### src/hw/rtl/route_length_capacity_check_defines.svh
// Assertion helpers used by the route checker RTL.
`ifndef ROUTE_LENGTH_CAPACITY_CHECK_DEFINES_SVH
`define ROUTE_LENGTH_CAPACITY_CHECK_DEFINES_SVH

// Same-cycle implication.
`define RLCC_ASSERT_IMP(label, clk, rst, ante, cons) \
  label: assert property (@(posedge clk) disable iff (rst) (ante) |-> (cons)) \
    else $error("rlcc: implication check failed");

// Next-cycle implication.
`define RLCC_ASSERT_NXT(label, clk, rst, ante, cons) \
  label: assert property (@(posedge clk) disable iff (rst) (ante) |=> (cons)) \
    else $error("rlcc: next-cycle check failed");

`endif

### src/hw/rtl/rlcc_ram.sv
module rlcc_ram #(
  parameter int unsigned WIDTH = 8,
  parameter int unsigned DEPTH = 16
) (
  input  logic                     clk,
  input  logic                     we,
  input  logic [$clog2(DEPTH)-1:0] waddr,
  input  logic [WIDTH-1:0]         wdata,
  input  logic [$clog2(DEPTH)-1:0] raddr,
  output logic [WIDTH-1:0]         rdata
);

  logic [WIDTH-1:0] mem [DEPTH];

  always_ff @(posedge clk) begin
    if (we) begin
      mem[waddr] <= wdata;
    end
    rdata <= mem[raddr];
  end

endmodule

### config.mk
export PLATFORM = sky130hd
export DESIGN_NAME = rlcc_ram
export DESIGN_NICKNAME = d
export VERILOG_FILES = /design/src/hw/rtl/route_length_capacity_check_defines.svh /design/src/hw/rtl/rlcc_ram.sv
export SDC_FILE = /design/constraint.sdc
export NUM_CORES = 1
export LEC_CHECK = 0
export ABC_AREA = 1
export BUFFER_PORTS_ARGS = -buffer_cell sky130_fd_sc_hd__buf_4
export CORE_MARGIN = 1.5
export CORE_UTILIZATION = 47
export CTS_CLUSTER_SIZE = 16
export DETAILED_ROUTE_END_ITERATION = 12
export PLACE_DENSITY = 0.64
export SETUP_SLACK_MARGIN = 0.02
export SLEW_MARGIN = 10
export SYNTH_ARGS = -nofsm -noshare
export SYNTH_HDL_FRONTEND = slang
export SYNTH_SLANG_ARGS = --single-unit
### constraint.sdc
create_clock -name clk -period 2.3 [get_ports clk]
set_input_delay 0.46 -clock clk [delete_from_list [all_inputs] [get_ports clk]]
set_output_delay 0.46 -clock clk [all_outputs]
set_load 0.05 [all_outputs]
==> flow_summary.yaml <==
run_status:
  outcome: "finished, final reports clean"
timing:
  rsz0062_at_grt: "no"
  final_hold_viol_count: 0
  clock_skew_ps: 8.44
  fmax_mhz: 688
  tightest_slew_ps: 665
  period_share_pct: 63.2
  setup_violations: 0
  final_critical_path_setup_slack_ps: 846
  tns_ps: 0
  holdWs_ps: 363
  period_needed_ps: 1450
  finalMaxSlewViolations: 0
  slew_headroom_pct: 55.5
global_routing:
  overflow: 0
  grt_max_degree: 65
  grt_pass1_wl_um: 19300
  grt_pass1_vias: 3610
  grt_usage_pct: 20.8
  antenna_found_initial: 0
placed_design:
  hpwlAfterDp_um: 7380
  place_inst: 713
  gp_congestion: 0.805
  port_buffers: 25
  pre_cts_slack_ps: 575
  postPlaceCellArea_um2: 6100
drt:
  routed_via_density: 5.03
  drt_iter0_markers: 415
  routed_wl_um: 12400
  firstDrtPassIters: 5
  via_count: 3744
  post-route-drc-count: 0
  routedWlPerCell_um: 16.6
  ant_nets: 0
cts:
  numCtsBuffers: 17
  cts_tree: "yes"
  clock_path_buffers: 2
  cts_setup_buffers: 0
  cts_resized: 0
  cts-hold-fix-buffers: 0
  h-tree-depth: 4
  clk_pin_slew_worst_paths_ps: 50
  cts_sinks: 136
  cts_root_buffer: "clkbuf_16"
  clk_latency_ps: 410
setup_path:
  cpMaxStageDelayCell: "dfxtp_1"
  cp_data_arrival_time_ps: 990
  cpPeakStageDelay_ps: 370
  crit_chain: "buf_4"
  critical_path.top_delay_family: "flip-flops"
  crit_buf_inv: 1
  required_ps: 1840
  cp_max_fo: 1
  r2r_start: "mem[0][1]"
  end_kind: "output port"
  startpoint: "rdata[0]"
  crit_type: "flip-flop to output port"
  start_kind: "flip-flop"
synthesis:
  synthAdderAreaFrac_pct: 0
  synthMuxAreaShare_pct: 0
  yosys_warnings: 0
  ys_top_cells_by_area: "edfxtp_1, nand2_1, nand3_1"
  ys_ff_latch: 136
  syn_avg_cell_area_um2: 10.5
  synth_xor_area_share_pct: 0
  synth_simple_gate_area_share_pct: 21.0
  syn-cell-area_um2: 5770
  synth_cell_types: 12
  syn-num-nets: 569
  syn_inst: 551
  synth_top_family_by_area: "simple AND/OR/NAND/NOR gates"
  yosysTopAreaCell: "edfxtp_1"
  ys_seq_area_share_pct: 69.4
  synth-compound-area-share_pct: 0
  netlist.area_leader.share_pct: 66.7
finish:
  nNetsFinal: 603
  drive_gt1_share_pct: 11.2
  final_core_util_pct: 55.3
  diodes: 0
  syn_to_final_growth_pct: 15.3
  final_cells: 745
  final_area_um2: 6650
power:
  swShare_pct: 21.4
  intPower_mw: 4.43
  leakage_nw: 2.89
  ir_drop_mv: 0.502
  combPwrFrac_pct: 7.1
  p_clk_share_pct: 43.5
  power_density_nw_per_um2: 849
  seqPwrFrac_pct: 49.5
  power_switching_mw: 1.21
  power_mw: 5.64
floorplan:
  fp.coreArea_um2: 12000
  initial_core_util_pct: 48.0
  row_count: 40
  ioPinCount: 26
  die_area_um2: 12900
  die_y_um: 114
  die_width_um: 114
run:
  max_cap_violations: 0
hold_path:
  hold_class: "input pin to flip-flop"
  hp-start: "raddr[3]"
-- per-layer routing --
metal	vias up	track usage (%)	wire (um)
met5	-	0	0
met4	0	9.75	334
met3	28	5.90	981
met2	148	32.0	5700
met1	1729	27.4	5340
li1	1839	-	-
-- area by class of cell --
cell class,instances,area (um2)
Inverter,102,383
Fill cell,1040,5360
Clock buffer,29,531
Clock inverter,3,15.0
Multi-Input combinational cell,289,1210
Sequential cell,136,4000
Timing Repair Buffer,39,318
Tap cell,147,184
-- cells in the mapped netlist, drive strengths merged --
master,count
nor2,17
inv,102
nand2,173
nand3b,2
dfxtp,8
nand3,97
edfxtp,128
buf,24
-- worst paths after layout --
check / to / cells after the start / slack (ps)
worst min-delay path: rdata[7] / 3 / 360
worst max register to register: rdata[1] / 6 / 1300
worst min register to register: rdata[7] / 6 / 660
worst max-delay path: rdata[0] / 1 / 850
-- power by group through the flow --
stage                     Combinational [mW]  Clock (mW)  Sequential [mW]
after floorplan                        0.195           0             2.89
after global placement                 0.398           0             2.84
after detailed placement               0.402           0             2.84
after CTS                              0.404        2.49             2.79
after global routing                   0.439        2.58             2.79
final                                  0.399        2.45             2.79
-- layout by cell type (no fill, tap or decap) --
master and count:
dfxtp_1 8, nand3_1 97, buf_12 2, inv_1 100
inv_2 2, clkinv_2 3, buf_4 37, edfxtp_1 128
clkbuf_1 6, nand3b_1 2, clkbuf_8 6, nor2_1 17
nand2_1 173, clkbuf_16 17
-- logic make-up after synthesis --
kind of cell | after synthesis
simple gates | 289
flops | 136
buf+inv | 126
-- state kept, by name (all words and copies together) (netlist names) --
name and flops:
rdata 8, mem 128
Power figures use the tool's default switching activity.
