--- config.mk ---
export PLATFORM = sky130hd
export DESIGN_NAME = rlcc_isqrt
export DESIGN_NICKNAME = d
export VERILOG_FILES = /design/src/hw/rtl/route_length_capacity_check_defines.svh /design/src/hw/rtl/rlcc_pkg.sv /design/src/hw/rtl/rlcc_isqrt.sv
export SDC_FILE = /design/constraint.sdc
export NUM_CORES = 1
export LEC_CHECK = 0
export BUFFER_PORTS_ARGS = -buffer_cell sky130_fd_sc_hd__buf_2
export CAP_MARGIN = 10
export CORE_MARGIN = 1.5
export CORE_UTILIZATION = 55
export CTS_CLUSTER_SIZE = 10
export DETAILED_ROUTE_END_ITERATION = 8
export PLACE_DENSITY = 0.83
export SYNTH_ARGS = -nofsm -noshare
export SYNTH_HDL_FRONTEND = slang
export SYNTH_SLANG_ARGS = --single-unit
--- constraint.sdc ---
create_clock -name clk -period 2.7 [get_ports clk]
set_input_delay 0.54 -clock clk [delete_from_list [all_inputs] [get_ports clk]]
set_output_delay 0.54 -clock clk [all_outputs]
set_load 0.005 [all_outputs]
--- src/hw/rtl/route_length_capacity_check_defines.svh ---
// Assertion helpers used by the route checker RTL.
`ifndef ROUTE_LENGTH_CAPACITY_CHECK_DEFINES_SVH
`define ROUTE_LENGTH_CAPACITY_CHECK_DEFINES_SVH

// Same-cycle implication.
`define RLCC_ASSERT_IMP(label, clk, rst, ante, cons) \
  label: assert property (@(posedge clk) disable iff (rst) (ante) |-> (cons)) \
    else $error("rlcc: implication check failed");

// Next-cycle implication.
`define RLCC_ASSERT_NXT(label, clk, rst, ante, cons) \
  label: assert property (@(posedge clk) disable iff (rst) (ante) |=> (cons)) \
    else $error("rlcc: next-cycle check failed");

`endif

--- src/hw/rtl/rlcc_pkg.sv ---
package rlcc_pkg;

  localparam int unsigned TABLE_DEPTH = 1024;
  localparam int unsigned FRAC_BITS   = 8;

  localparam int unsigned IDX_W   = 10;
  localparam int unsigned COORD_W = 10;
  localparam int unsigned DEM_W   = 10;
  localparam int unsigned ENTRY_W = 2 * COORD_W + DEM_W;
  localparam int unsigned TBL_AW  = $clog2(TABLE_DEPTH);

  localparam int unsigned CAP_W    = 16;
  localparam int unsigned CAPL_W   = 18;
  localparam int unsigned CAPO_W   = 17;
  localparam int unsigned ACC_W    = 32;
  localparam int unsigned TOTAL_W  = 40;

  localparam logic [CAP_W-1:0] CAP_RESET = CAP_W'(200);
  localparam logic signed [CAPL_W-1:0] CAP_FLOOR = CAPL_W'(-65535);

  localparam int unsigned SQ_W    = 2 * COORD_W;
  localparam int unsigned SUMSQ_W = SQ_W + 1;
  localparam int unsigned RAD_W   = ((SUMSQ_W + 2 * FRAC_BITS + 1) / 2) * 2;
  localparam int unsigned ROOT_W  = RAD_W / 2;
  localparam int unsigned REM_W   = ROOT_W + 1;
  localparam int unsigned CNT_W   = (ROOT_W > 1) ? $clog2(ROOT_W) : 1;

  typedef enum logic [2:0] {
    ST_IDLE,
    ST_READ,
    ST_SQX,
    ST_SQY,
    ST_ROOT,
    ST_UPDATE,
    ST_TOTAL
  } state_t;

  typedef enum logic {
    OP_LOAD = 1'b0,
    OP_STOP = 1'b1
  } opcode_t;

  typedef struct packed {
    logic start;
    logic [RAD_W-1:0] radicand;
  } sqrt_req_t;

  typedef struct packed {
    logic done;
    logic [ROOT_W-1:0] root;
  } sqrt_rsp_t;

endpackage

--- src/hw/rtl/rlcc_isqrt.sv ---
module rlcc_isqrt (
  input  logic                clk,
  input  logic                rst,
  input  rlcc_pkg::sqrt_req_t req,
  output rlcc_pkg::sqrt_rsp_t rsp
);

  logic [rlcc_pkg::RAD_W-1:0]  rad;
  logic [rlcc_pkg::REM_W-1:0]  rem;
  logic [rlcc_pkg::ROOT_W-1:0] root;
  logic [rlcc_pkg::CNT_W-1:0]  cnt;
  logic                        busy;
  logic                        done;

  logic [rlcc_pkg::REM_W+1:0]  cur;
  logic [rlcc_pkg::REM_W+1:0]  trial;
  logic                        fits;

  assign cur   = {rem, rad[rlcc_pkg::RAD_W-1 -: 2]};
  assign trial = (rlcc_pkg::REM_W + 2)'({root, 2'b01});
  assign fits  = cur >= trial;

  always_ff @(posedge clk) begin
    if (rst) begin
      busy <= 1'b0;
      done <= 1'b0;
    end else begin
      done <= 1'b0;
      if (req.start) begin
        busy <= 1'b1;
      end else if (busy && cnt == rlcc_pkg::CNT_W'(rlcc_pkg::ROOT_W - 1)) begin
        busy <= 1'b0;
        done <= 1'b1;
      end
    end
  end

  always_ff @(posedge clk) begin
    if (req.start) begin
      rad  <= req.radicand;
      rem  <= '0;
      root <= '0;
      cnt  <= '0;
    end else if (busy) begin
      rad  <= rad << 2;
      rem  <= fits ? rlcc_pkg::REM_W'(cur - trial) : rlcc_pkg::REM_W'(cur);
      root <= {root[rlcc_pkg::ROOT_W-2:0], fits};
      cnt  <= cnt + 1'b1;
    end
  end

  assign rsp.done = done;
  assign rsp.root = root;

endmodule

==> flow_metrics.tcl <==
set metrics [dict create \
    status "finished clean" \
    period_needed_ns 2.60 \
    min_period_over_period_pct 96.3 \
    drt_iter0_drc 268 \
    cts-buffers-inserted 9 \
    die_area_um2 8930 \
    synth-main-ff-cell "dfxtp_1" \
    dpl.hpwl_mm 6.80 \
    area_growth_pct 13.3 \
    die_w_um 94.5 \
    die_h_um 94.5 \
    yosysTopAreaCellShare_pct 24.8 \
    drt_wl_total_mm 9.81 \
    peakVddDrop_v 0.000754 \
    crit_slowest_cell "dfxtp_1" \
    finalClockSkew_ns 0.0100 \
    slew_headroom_pct 55.7 \
    antenna_found_initial 0 \
    syn_area_um2 4600 \
    synth-edff-count 38 \
    synth_fp_nets 498 \
    grt_pass1_vias 3377 \
    cp_top_family "compound AO/OA/AOI/OAI gates" \
    p_per_area_nw_per_um2 1290 \
    io_buffers 60 \
    avgRoutedWirePerCell_um 16.1 \
    syn_area_per_cell_um2 10.6 \
    maxSlewViolCount 0 \
    final_nets 562 \
    io_pins 61 \
    detail-route-antenna-nets 0 \
    root_buffer "clkbuf_8" \
    worst_pin_slew_ns 0.665 \
    cap_viol_max_count 0 \
    yosysTopAreaCell "edfxtp_1" \
    drive_above_1_share_pct 29.0 \
    n_fill_cell 667 \
    yosysSeqAreaShare_pct 44.8 \
    cts_tree "done" \
    ys_top_cells_by_count "dfxtp_1, nor2_1, edfxtp_1, mux2_2, mux2i_1" \
    rsz0062_at_grt "false" \
    critPathKind "register to register" \
    worstPathArrival_ns 2.85 \
    coreArea_um2 8180 \
    rows 33 \
    drc 0 \
    synth_most_common_cell "dfxtp_1" \
    clock.fmax_mhz 384 \
    yosysWarnings 0 \
    hp-class "primary input to register" \
    synth_cells 434 \
    cp_cell_sequence "inv_1, ha_1, a211oi_1, a211oi_1, o311a_1, nor2_1, a21o_1, xor2_1, o211ai_1" \
    p_leak_nw 2.21 \
    final_area_um2 5220 \
    track_usage_pct 22.8 \
    async_flop_share_pct 0 \
    critPathLaunchType "register" \
    diodes 0 \
    clk_pin_slew_ns 0.09 \
    clk_latency_ns 0.36 \
    crit_buf_inv 1 \
    cp_max_fo 6 \
    place_area_um2 5000 \
    firstDrtPassIters 5 \
    crit_required_ns 2.95 \
    crit_top_cell "a211oi_1" \
    num_vias 3500 \
    cts.sinks 84 \
    clockBufferDepth 2 \
    gr-total-overflow 0 \
    gp_congestion 0.913 \
    ys_ff_latch 84 \
    worstHoldPathCells 2 \
    cp-end-kind "register" \
    holdWs_ns 0.345 \
    dp_slack_ns 0.172 \
    ys_types 55 \
    max_stage_delay_ns 0.40 \
    final-setup-viol-count 0 \
    viasPerCell 5.76 \
    crit_cells 9 \
    fin_ws_ns 0.0987 \
    setup_tns_ns 0 \
    rr_worst_depth 9 \
    grt_max_degree 45 \
    synth.top_cells.by_area "edfxtp_1, dfxtp_1, mux2_2" \
    h-tree-depth 3 \
    hold_viol 0 \
    postCtsHoldBufs 0 \
    grt_pass1_wl_mm 15.7 \
    initial_utilization_pct 56.3 \
]
[area by class of cell]
| class | count | area [um2] | area share (%) |
|---|---|---|---|
| Clock buffer | 11 | 153 | 2.92 |
| Tap cell | 105 | 131 | 2.52 |
| Clock inverter | 5 | 40.0 | 0.767 |
| Multi-Input combinational cell | 301 | 2310 | 44.3 |
| Inverter | 26 | 97.6 | 1.87 |
| Sequential cell | 84 | 2060 | 39.5 |
| Timing Repair Buffer | 76 | 420 | 8.06 |
[path summary, 6_finish.rpt]
| check | start | slack (ns) | endpoint |
|---|---|---|---|
| setup / recovery | root[1] | 0.1 | rem[15] |
| hold / removal | rst | 0.34 | busy |
| setup reg to reg | root[1] | 0.1 | rem[15] |
| hold reg to reg | rem[18] | 0.50 | rem[18] |
[kinds of logic after synthesis]
logic type / after synthesis / share of synthesized area (%)
buf+inv: 49 / 5.24
fa+ha+maj: 23 / 6.25
xor+xnor: 20 / 3.80
flops: 84 / 44.8
compound gates: 88 / 14.0
mux: 65 / 15.1
simple gates: 105 / 10.8
[state kept, by name, indices dropped and copies added (netlist names)]
register  count
rad          38
cnt           5
rem          20
done          1
busy          1
root         19
[timing repair]
item | in CTS | in global routing
endpoints found under the setup margin | 0 | 5
resized for setup | 0 | 3
buffers inserted | 0 | 2
[per-stage QoR]
| stage | power, W | instances | util, % |
|---|---|---|---|
| after floorplan | 0.00491 | 434 | - |
| after global placement | 0.00556 | 590 | 61.1 |
| after detailed placement | 0.00565 | 590 | 61.1 |
| after CTS | 0.00655 | 606 | 63.5 |
| after global routing | 0.00713 | 608 | 63.8 |
| final | 0.00672 | 608 | 63.8 |
[layer usage]
layer | vias to the layer above | global-route usage (%) | part of all wire, %
li1 | 1691 | - | -
met1 | 1634 | 27.9 | 44
met2 | 147 | 37.6 | 47
met3 | 28 | 6.52 | 6.2
met4 | 0 | 9.58 | 2.6
met5 | - | 0 | 0
[power by group]
part           leakage (nW)  total, W  internal, W  switching [W]
Combinational          1.36   0.00416      0.00192        0.00223
Clock                0.0960  0.000885     0.000400       0.000485
Sequential            0.758   0.00168      0.00153       0.000145
[placed cells by master (no fill, tap or decap), types with 3 or more instances in the layout]
cell	n
buf_2	60
nor2_1	45
dfxtp_1	45
edfxtp_1	38
mux2_2	36
mux2i_1	29
inv_1	26
nand2_1	24
ha_1	23
a21oi_1	17
buf_4	16
o21ai_0	14
xnor2_1	13
a21o_1	11
clkbuf_8	9
nand4_1	8
a211oi_1	8
nand3_1	7
xor2_1	7
a31oi_1	5
a21oi_2	3
nor2b_1	3
nor3_1	3
o211ai_1	3
and2_1	3
o21a_1	3
a311oi_1	3
Power figures use the tool's default switching activity.
